==> src/sv/stable_merge_sorter_defines.svh <==
// Assertion macros for the stable merge sorter.
`ifndef STABLE_MERGE_SORTER_DEFINES_SVH
`define STABLE_MERGE_SORTER_DEFINES_SVH
// Check a property on every clock edge outside reset.
`define SMS_ASSERT(label, clk, rstn, prop, msg) \
    label: assert property (@(posedge clk) disable iff (!rstn) (prop)) else $error(msg);
// Check a property including reset cycles.
`define SMS_ASSERT_ALWAYS(label, clk, prop, msg) \
    label: assert property (@(posedge clk) (prop)) else $error(msg);
`endif

==> src/sv/sms_pkg.sv <==
// Package with payload types and constants of the stable merge sorter.
package sms_pkg;
    localparam int CAPACITY_DEF = 64;
    localparam int KEY_W = 32;
    localparam int TAG_W = 32;
    localparam int REC_W = KEY_W + TAG_W;

    typedef struct packed {
        logic signed [KEY_W-1:0] key;
        logic [TAG_W-1:0]        tag;
        logic                    batch_end;
    } in_word_t;

    typedef struct packed {
        logic signed [KEY_W-1:0] sorted_key;
        logic [TAG_W-1:0]        sorted_tag;
        logic                    final_res;
        logic                    overflowed;
    } out_word_t;

    // Record handed from front end to back end.
    typedef struct packed {
        logic [KEY_W-1:0] key;
        logic [TAG_W-1:0] tag;
        logic             last;
    } rec_t;

    // Signed key compare a <= b.
    function automatic logic key_le(input logic [KEY_W-1:0] a, input logic [KEY_W-1:0] b);
        return $signed(a) <= $signed(b);
    endfunction
endpackage

==> src/sv/sms_front.sv <==
// Front end: accept input words and push records into a short queue.
module sms_front #(
    parameter int DEPTH = 2
) (
    input  logic              aclk,
    input  logic              aresetn,
    input  logic              s_valid,
    output logic              s_ready,
    input  sms_pkg::in_word_t s_data,
    output logic              q_valid,
    input  logic              q_ready,
    output sms_pkg::rec_t     q_data
);
    localparam int PW = (DEPTH > 1) ? $clog2(DEPTH) : 1;
    localparam int CW = $clog2(DEPTH + 1);

    sms_pkg::rec_t  fifo_reg [DEPTH];
    logic [PW-1:0]  wr_ptr_reg, rd_ptr_reg;
    logic [CW-1:0]  cnt_reg;
    logic           push, pop;

    assign s_ready = (cnt_reg != CW'(DEPTH));
    assign q_valid = (cnt_reg != '0);
    assign q_data  = fifo_reg[rd_ptr_reg];
    assign push    = s_valid && s_ready;
    assign pop     = q_valid && q_ready;

    always_ff @(posedge aclk) begin
        if (!aresetn) begin
            wr_ptr_reg <= '0;
            rd_ptr_reg <= '0;
            cnt_reg    <= '0;
        end else begin
            if (push) begin
                wr_ptr_reg <= (wr_ptr_reg == PW'(DEPTH - 1)) ? '0 : wr_ptr_reg + 1'b1;
            end
            if (pop) begin
                rd_ptr_reg <= (rd_ptr_reg == PW'(DEPTH - 1)) ? '0 : rd_ptr_reg + 1'b1;
            end
            if (push && !pop) begin
                cnt_reg <= cnt_reg + 1'b1;
            end else if (pop && !push) begin
                cnt_reg <= cnt_reg - 1'b1;
            end
        end
        if (push) begin
            fifo_reg[wr_ptr_reg] <= '{key: s_data.key, tag: s_data.tag,
                                      last: s_data.batch_end};
        end
    end
endmodule

==> config.mk <==
export PLATFORM = sky130hd
export DESIGN_NAME = sms_front
export DESIGN_NICKNAME = d
export VERILOG_FILES = /design/src/sv/stable_merge_sorter_defines.svh /design/src/sv/sms_pkg.sv /design/src/sv/sms_front.sv
export SDC_FILE = /design/constraint.sdc
export NUM_CORES = 1
export LEC_CHECK = 0
export BUFFER_PORTS_ARGS = -buffer_cell sky130_fd_sc_hd__buf_4
export CAP_MARGIN = 0
export CORE_MARGIN = 2
export CORE_UTILIZATION = 58
export CTS_BUF_LIST = sky130_fd_sc_hd__clkbuf_4 sky130_fd_sc_hd__clkbuf_8
export DETAILED_ROUTE_END_ITERATION = 6
export PLACE_DENSITY = 0.94
export SLEW_MARGIN = 5
export SYNTH_ARGS = -nofsm -noshare
export SYNTH_HDL_FRONTEND = slang
export SYNTH_SLANG_ARGS = --single-unit
==> constraint.sdc <==
create_clock -name aclk -period 4.4 [get_ports aclk]
set_input_delay 0.44 -clock aclk [delete_from_list [all_inputs] [get_ports aclk]]
set_output_delay 0.44 -clock aclk [all_outputs]
set_load 0.05 [all_outputs]
==> results of run 1 <==
cell families (layout without fill, tap and decap cells):
| logic type | count (synthesis) | after routing |
|---|---|---|
| AO/OA/AOI/OAI | 5 | 5 |
| XOR/XNOR | 3 | 3 |
| adder cells (fa/ha/maj) | 1 | 1 |
| buffers and inverters | 8 | 170 |
| flip-flops | 135 | 135 |
| multiplexers | 65 | 65 |
| AND/OR/NAND/NOR | 9 | 9 |
cell type report:
type	count	area, um2
Multi-Input combinational cell	83	872.1
Inverter	1	3.754
Clock buffer	17	234.0
Timing Repair Buffer	138	1036
Fill cell	433	1655
Tap cell	105	131.4
Clock inverter	14	279.0
Sequential cell	135	4005
placed cells by master, fill, tap and decap left out:
| master | count |
|---|---|
| dfxtp_2 | 1 |
| xor2_1 | 1 |
| and3_2 | 1 |
| o21ai_0 | 1 |
| dfxtp_1 | 4 |
| mux2_2 | 65 |
| bufinv_16 | 8 |
| inv_2 | 1 |
| xnor2_1 | 2 |
| clkinv_4 | 3 |
| buf_4 | 138 |
| clkinv_2 | 1 |
| o21ai_1 | 1 |
| clkinv_1 | 2 |
| nand3b_1 | 1 |
| or3_1 | 1 |
| and2_1 | 4 |
| or2_2 | 1 |
| nand2b_4 | 1 |
| a21boi_1 | 1 |
| clkbuf_8 | 17 |
| edfxtp_1 | 130 |
| a21boi_0 | 1 |
| ha_1 | 1 |
| a21bo_2 | 1 |
layer usage:
metal / routed length, um / GRT usage [%] / vias up
li1: - / - / 1191
met1: 3209 / 20.93 / 1257
met2: 4771 / 34.32 / 125
met3: 692 / 6.578 / 10
met4: 95 / 8.214 / 0
met5: 0 / 0 / -
power breakdown:
group / switching, mW / internal (mW)
Sequential: 0.0998 / 1.61
Clock: 0.439 / 0.841
Combinational: 0.999 / 0.527
critical path: stages (launching register included):
cell and delay (ns):
dfxtp_2 0.99, buf_4 0.45, mux2_2 0.39, buf_4 0.20
final timing paths:
kind | endpoint | slack (ns) | cells past startpoint | start
setup / recovery | q_data[45] | 1.52 | 3 | flip-flop
hold / removal | fifo_reg[1][23] | 0.21 | 1 | s_data[23]
setup reg to reg | fifo_reg[1][1] | 2.11 | 3 | cnt_reg[0]
hold reg to reg | cnt_reg[1] | 0.57 | 2 | cnt_reg[1]
per-stage QoR:
step	total power, mW	area (um2)	utilization, %	std cells	worst slack (ns)
finish	4.514	6561	79.85	493	1.515
detailed placement	3.263	6048	73.61	462	1.934
floorplan	2.832	4926	-	226	1.712
global placement	3.232	6048	73.61	462	1.920
global route	4.671	6561	79.85	493	1.371
CTS	4.551	6561	79.85	493	1.484
==> reports/metrics.yaml, run 1 <==
die:
  core_area_um2: 8217
  die_h_um: 96.16
  die_w_um: 96.16
  start_util_pct: 59.95
  ios: 136
  rows: 33
  die_area_um2: 9246
finish:
  drive_above_1_share_pct: 61.34
  syn_to_final_growth_pct: 33.20
  diodes: 0
  largest_register_ffs: 130
  finalNetCount: 446
place:
  hpwl_um: 5682
  globalplace.congestion: 0.6877
  io_buffers: 135
logic_synthesis:
  synth_compound_area_share_pct: 0.7112
  synth_area_um2: 4926
  synth_simple_gate_area_share_pct: 1.321
  synth_most_common_cell: "edfxtp_1"
  postSynthCellCount: 226
  ys_types: 20
  syn_nets: 296
  async_flop_share_pct: 0
  synth_top_area_share_pct: 79.25
  ys_warn_count: 0
  synthTopCellsByArea: "edfxtp_1 (79%), mux2_2 (15%), dfxtp_1 (2.0%)"
  synth_ff_type: "edfxtp_1"
  synth_xor_area_share_pct: 0.5334
  ys_seq_area_share_pct: 81.28
  synth_common_cells: "edfxtp_1 (130), mux2_2 (65), buf_4 (5), dfxtp_1 (5), and2_1 (4)"
  synth_adder_area_share_pct: 0.2540
  synthMuxAreaShare_pct: 14.86
  synth_top_area_cell: "edfxtp_1"
  ys_ff_latch: 135
  synth_top_family_by_area: "multiplexers"
  avgSynthCellArea_um2: 21.80
  synth_edf_count: 130
sta:
  setup_tns_ns: 0
  rsz0062_at_grt: "false"
  fmax_mhz: 346.6
  slew_headroom_pct: 33.61
  skew_ns: 0.007111
  timing.final.crit_share_pct: 65.57
  tightest_slew_ns: 0.9958
  setup_viol: 0
  drv_slew: 0
  timing.hold.ws_ns: 0.2133
  hold_viol: 0
  fin_crit_ns: 2.885
cts:
  cts_max_level: 4
  postCtsSetupRepairBufs: 0
  cts_made_buffers: 17
  hold_buffers: 0
  cts_tree: "yes"
  clk_path_buf_depth: 2
  cts_resized: 0
  numClockSinks: 135
  clkLatencyLatePin_ns: 0.40
  cts_root_buffer: "clkbuf_8"
  clk_pin_slew_worst_paths_ns: 0.07
pwr:
  power_density_nw_per_um2: 688.0
  cellLeakagePower_nw: 2.473
  peakVddDrop_mv: 0.4845
global_route:
  antenna_found_initial: 0
  grt_max_degree: 45
  grt_pass1_wl_um: 12730
  grt-ovfl-total: 0
  grt_pass1_vias: 2646
  grtUsageTotal_pct: 19.32
worst_setup_path:
  worstSetupPathType: "reg2out"
  arrival_ns: 2.44
  cp_max_fo: 42
  crit_path_start_kind: "flip-flop"
  end_kind: "primary output"
  required_ns: 3.96
hold_path:
  hp-class: "in2reg"
run_status:
  outcome: "finished, final reports clean"
detailed_routing:
  wirelength_um: 8768
  wl_per_cell_um: 17.78
  drc: 0
  postRouteAntennaNets: 0
  viasPerCell: 5.239
  first_pass_iters: 4
  vias: 2583
  drt_iter0_markers: 145
run:
  maxCapViolCount: 0
(Power assumes the default switching activity.)
==> inputs of run 2 (changes only) <==
- CORE_UTILIZATION: 58 -> 49
- PLACE_DENSITY: 0.94 -> 0.86
- clock period: 4.4 -> 2.6 ns (I/O delays scaled with it)
==> reports/metrics.yaml, run 2 (synthesized netlist as in run 1, its figures left out) <==
detailed_routing:
  vias: 2830
  drc: 0
  first_pass_iters: 4
  viasPerCell: 4.805
  wirelength_um: 9460
  postRouteAntennaNets: 0
  drt_iter0_markers: 93
  wl_per_cell_um: 16.06
pwr:
  swShare_pct: 34.72
  p_sw_mw: 2.607
  intPower_mw: 4.902
  total_power_mw: 7.509
  pwr-share-clk_pct: 26.0
  power_density_nw_per_um2: 1042
  power.share.sequential_pct: 37.2
  peakVddDrop_mv: 0.8565
  power_frac_comb_pct: 36.8
  cellLeakagePower_nw: 2.736
sta:
  setup_tns_ns: 0
  fmax_mhz: 489.1
  fin_crit_ns: 2.045
  setup_viol: 0
  timing.hold.ws_ns: 0.03436
  hold_viol: 0
  timing.final.crit_share_pct: 78.64
  tightest_slew_ns: 0.5037
  rsz0062_at_grt: "false"
  slew_headroom_pct: 66.42
  skew_ns: 0.006218
  drv_slew: 0
  timing.final.ws_setup_ns: 0.5553
die:
  rows: 36
  die_area_um2: 10870
  die_w_um: 104.3
  die_h_um: 104.3
  start_util_pct: 50.40
  ios: 136
  core_area_um2: 9774
finish:
  instances_no_fill: 589
  layout_common_cells: "buf_4 (141), edfxtp_1 (130), mux2_2 (65), dlygate4sd3_1 (64), clkbuf_8 (18)"
  finalNetCount: 513
  layout_commonest_cell: "buf_4"
  final_util_pct: 73.71
  largest_register_ffs: 130
  syn_to_final_growth_pct: 46.25
  diodes: 0
  nFillCells: 577
  finish.instance_area_um2: 7204
  multiInputGateArea_um2: 872.1
  seqCellArea_um2: 4005
  drive_above_1_share_pct: 53.51
place:
  globalplace.congestion: 0.6865
  io_buffers: 135
  preCtsSetupSlack_ns: 0.9950
  postPlaceCellArea_um2: 6106
  dp_cells: 493
  hpwl_um: 5821
hold_path:
  min_path_cells: 1
  hp-class: "in2reg"
worst_setup_path:
  cp_max_fo: 38
  end_kind: "primary output"
  reg2reg_slack_ns: 1.00
  worstSetupPathType: "reg2out"
  crit_path_start_kind: "flip-flop"
  required_ns: 2.34
  reg2reg_depth: 4
  arrival_ns: 1.78
cts:
  cts_made_buffers: 17
  cts_tree: "yes"
  cts_resized: 0
  clk_path_buf_depth: 2
  cts_root_buffer: "clkbuf_8"
  clkLatencyLatePin_ns: 0.42
  cts_max_level: 4
  clk_pin_slew_worst_paths_ns: 0.07
  numClockSinks: 135
global_route:
  grt_pass1_wl_um: 14800
  grtUsageTotal_pct: 18.04
  grt_max_degree: 39
  grt_pass1_vias: 3057
  antenna_found_initial: 0
  grt-ovfl-total: 0
run:
  maxCapViolCount: 0
run_status:
  outcome: "finished, final reports clean"
run 2: changes by cell type in the layout (fill, tap and decap cells not counted):
cell / previous run / this run
clkinv_2: 1 / 3
clkinv_1: 2 / 0
dlygate4sd3_1: 0 / 64
clkbuf_8: 17 / 18
bufinv_16: 8 / 5
clkinv_4: 3 / 0
clkbuf_4: 0 / 5
clkinvlp_4: 0 / 1
buf_4: 138 / 141
run 2: final cells by class:
class | instances | share of cell area [%]
Timing Repair Buffer | 205 | 23.58
Clock inverter | 9 | 2.397
Multi-Input combinational cell | 83 | 12.10
Inverter | 1 | 0.05210
Clock buffer | 23 | 3.960
Sequential cell | 135 | 55.59
Tap cell | 133 | 2.310
run 2: routing by layer:
metal  global-route usage (%)  wire [um]  part of all wire [%]  vias up
met3                    5.764        482                   5.1       15
met4                    6.660        134                   1.4        0
met5                        0          0                     0        -
li1                         -          -                     -     1325
met2                    31.93       5072                    54      108
met1                    20.36       3771                    40     1382
run 2: critical path: stages, from the launching register on:
cell and delay [ns]:
dfxtp_2 0.32, buf_4 0.41, mux2_2 0.41, buf_4 0.19
run 2: power groups by stage:
stage	clock network [mW]	logic, mW	registers [mW]
6_report	1.95	2.76	2.80
3_3_place_gp	0	2.66	2.83
3_5_place_dp	0	2.69	2.85
5_1_grt	2.07	2.88	2.82
2_1_floorplan	0	1.96	2.83
4_1_cts	1.99	2.78	2.80
run 2: final timing paths:
kind,from,end
hold reg to reg,cnt_reg[1],cnt_reg[1]
setup / recovery,flip-flop,q_data[24]
setup reg to reg,cnt_reg[0],fifo_reg[0][15]
hold / removal,s_data[20],fifo_reg[0][20]
run 2: repair_timing:
action                                 4_1_cts  5_1_grt
setup buffers                                0        0
endpoints found under the hold margin      125        2
hold buffers                                63        1
setup endpoints to repair                    0        0
==> inputs of run 3 (changes only) <==
- ABC_AREA: default -> 1
- PLACE_DENSITY: 0.86 -> 0.85
- clock period: 2.6 -> 1.8 ns (I/O delays scaled with it)
==> reports/metrics.yaml, run 3 <==
worst_setup_path:
  cp_cell_sequence: "buf_4, mux2_2, buf_4"
  r2r_start: "cnt_reg[1]"
  reg2reg_slack_ns: 0.32
  crit_top_cell: "buf_4"
  cp_num_buf_inv: 2
  required_ns: 1.62
  end_kind: "primary output"
  cp_max_fo: 7
  slowest_delay_ns: 0.43
  worstSetupPathType: "reg2out"
  r2r_end: "cnt_reg[1]"
  crit_path_start_kind: "flip-flop"
  slowest_stage: "dfxtp_4"
  arrival_ns: 1.58
  reg2reg_depth: 8
  cp_top_family: "flip-flops"
run:
  maxCapViolCount: 0
finish:
  layout_commonest_cell: "edfxtp_1"
  syn_to_final_growth_pct: 50.94
  drive_above_1_share_pct: 52.52
  layout_common_cells: "edfxtp_1 (130), buf_4 (112), dlygate4sd3_1 (65), mux2_4 (50), buf_6 (26)"
  largest_register_ffs: 130
  finalNetCount: 533
  diodes: 0
cts:
  cts_max_level: 4
  clk_path_buf_depth: 2
  cts_tree: "yes"
  clk_pin_slew_worst_paths_ns: 0.07
  clkLatencyLatePin_ns: 0.42
  cts_root_buffer: "clkbuf_8"
  numClockSinks: 135
  cts_made_buffers: 17
logic_synthesis:
  async_flop_share_pct: 0
  syn_nets: 309
  synthTopCellsByArea: "edfxtp_1 (76%), mux2_4 (15%), mux2_2 (3.3%)"
  ys_warn_count: 0
  synth_most_common_cell: "edfxtp_1"
  ys_ff_latch: 135
  synth_edf_count: 130
  synth_ff_type: "edfxtp_1"
  avgSynthCellArea_um2: 21.49
  synth_top_area_share_pct: 76.00
  postSynthCellCount: 239
  synth_area_um2: 5136
  ys_types: 15
  synth_top_area_cell: "edfxtp_1"
  synth_common_cells: "edfxtp_1 (130), mux2_4 (50), mux2_2 (15)"
  ys_seq_area_share_pct: 77.95
sta:
  setup_viol: 0
  tightest_slew_ns: 0.3954
  hold_viol: 0
  skew_ns: 0.01222
  timing.final.ws_setup_ns: 0.03726
  slew_headroom_pct: 73.58
  timing.hold.ws_ns: 0.03299
  drv_slew: 0
  rsz0062_at_grt: "true"
  fin_crit_ns: 1.763
  fmax_mhz: 567.3
  timing.final.crit_share_pct: 97.93
die:
  die_area_um2: 11320
  ios: 136
  rows: 37
  start_util_pct: 50.20
  die_h_um: 106.4
  core_area_um2: 10230
  die_w_um: 106.4
detailed_routing:
  wirelength_um: 10510
  wl_per_cell_um: 17.18
  postRouteAntennaNets: 0
  first_pass_iters: 7
  viasPerCell: 4.791
  drt_iter0_markers: 117
  vias: 2932
  m1WireLength_um: 3822
  dr_wl_met2_um: 6025
  wl_met3_um: 531
  drc: 0
  top_layer_used: "met4"
hold_path:
  worstHoldEndpoint: "wr_ptr_reg"
  min_path_cells: 3
  hp-class: "in2reg"
  timing.hold.worst.start: "aresetn"
pwr:
  power_density_nw_per_um2: 1488
  cellLeakagePower_nw: 3.063
  peakVddDrop_mv: 0.9979
global_route:
  grtUsageTotal_pct: 18.45
  antenna_found_initial: 0
  grt_max_degree: 25
  grt-ovfl-total: 0
  grt_pass1_vias: 3181
  grt_pass1_wl_um: 15360
run_status:
  outcome: "finished, final reports clean"
place:
  globalplace.congestion: 0.6941
  hpwl_um: 6091
  io_buffers: 135
  preCtsSetupSlack_ns: 0.3146
[run 3: changes by cell type in the layout (fill, tap and decap cells not counted), sizes merged, moves of 4 or more]
cell	previous run	this run
and2	4	0
buf	141	147
clkbuf	23	19
inv	1	9
nand2	0	9
nor2	0	8
[run 3: cell type report]
cell class / count / area [um2]
clock inverter: 13 / 250.2
inverter: 8 / 32.53
fill: 586 / 2479
timing repair buffer: 212 / 1964
sequential: 135 / 4009
clock buffer: 19 / 249.0
tap: 136 / 170.2
multi-input combinational: 89 / 1077
[run 3: kinds of logic after synthesis]
kind of cell	count (synthesis)	share of synthesized area, %
flops	135	77.95
buf+inv	15	1.997
compound gates	4	0.4385
simple gates	19	1.462
fa+ha+maj	1	0.2436
mux	65	17.90
[run 3: per-stage QoR]
stage	instance area (um2)	util [%]	power [mW]	instances	setup TNS [ns]
6_report	7752	75.77	11.54	612	0
5_1_grt	7752	75.77	11.92	612	-0.06117
4_1_cts	7655	74.82	11.44	612	0
3_5_place_dp	6490	63.43	8.252	513	0
3_3_place_gp	6490	63.43	8.168	513	0
2_1_floorplan	5187	-	7.098	239	-23.42
[run 3: layer usage]
| layer | GRT usage [%] | vias to the layer above |
|---|---|---|
| met3 | 5.947 | 12 |
| met1 | 18.87 | 1449 |
| met5 | 0 | - |
| met2 | 35.12 | 101 |
| li1 | - | 1370 |
| met4 | 6.109 | 0 |
[run 3: worst reg2reg max path, cell delays in order, from the launching register on]
cell	delay, ns
dfxtp_1	0.48
o21a_1	0.22
inv_1	0.05
ha_1	0.30
inv_1	0.08
nand3_1	0.07
nand2_1	0.06
inv_1	0.04
nor2_1	0.11
[run 3: power breakdown]
| part | internal [mW] | leakage (nW) | switching, mW | total (mW) |
|---|---|---|---|---|
| Clock | 1.96 | 0.253 | 1.12 | 3.08 |
| Sequential | 3.97 | 1.25 | 0.171 | 4.14 |
| Combinational | 1.73 | 1.56 | 2.59 | 4.32 |
[run 3: worst max-delay path by stage]
stage,end,slack (ns),depth (start not counted)
after floorplan,fifo_reg[0][0],-0.19,4
after global placement,q_data[45],0.32,3
after detailed placement,q_data[45],0.31,3
after CTS,q_data[49],0.02,3
after global routing,q_data[49],-0.03,3
final,q_data[49],0.04,3
[run 3: repair_timing]
action,CTS,global route
buffers inserted,2,0
endpoints found under the hold margin,130,0
endpoints found under the setup margin,53,19
hold buffers,65,0
gates cloned,0,0
resized for setup,0,26
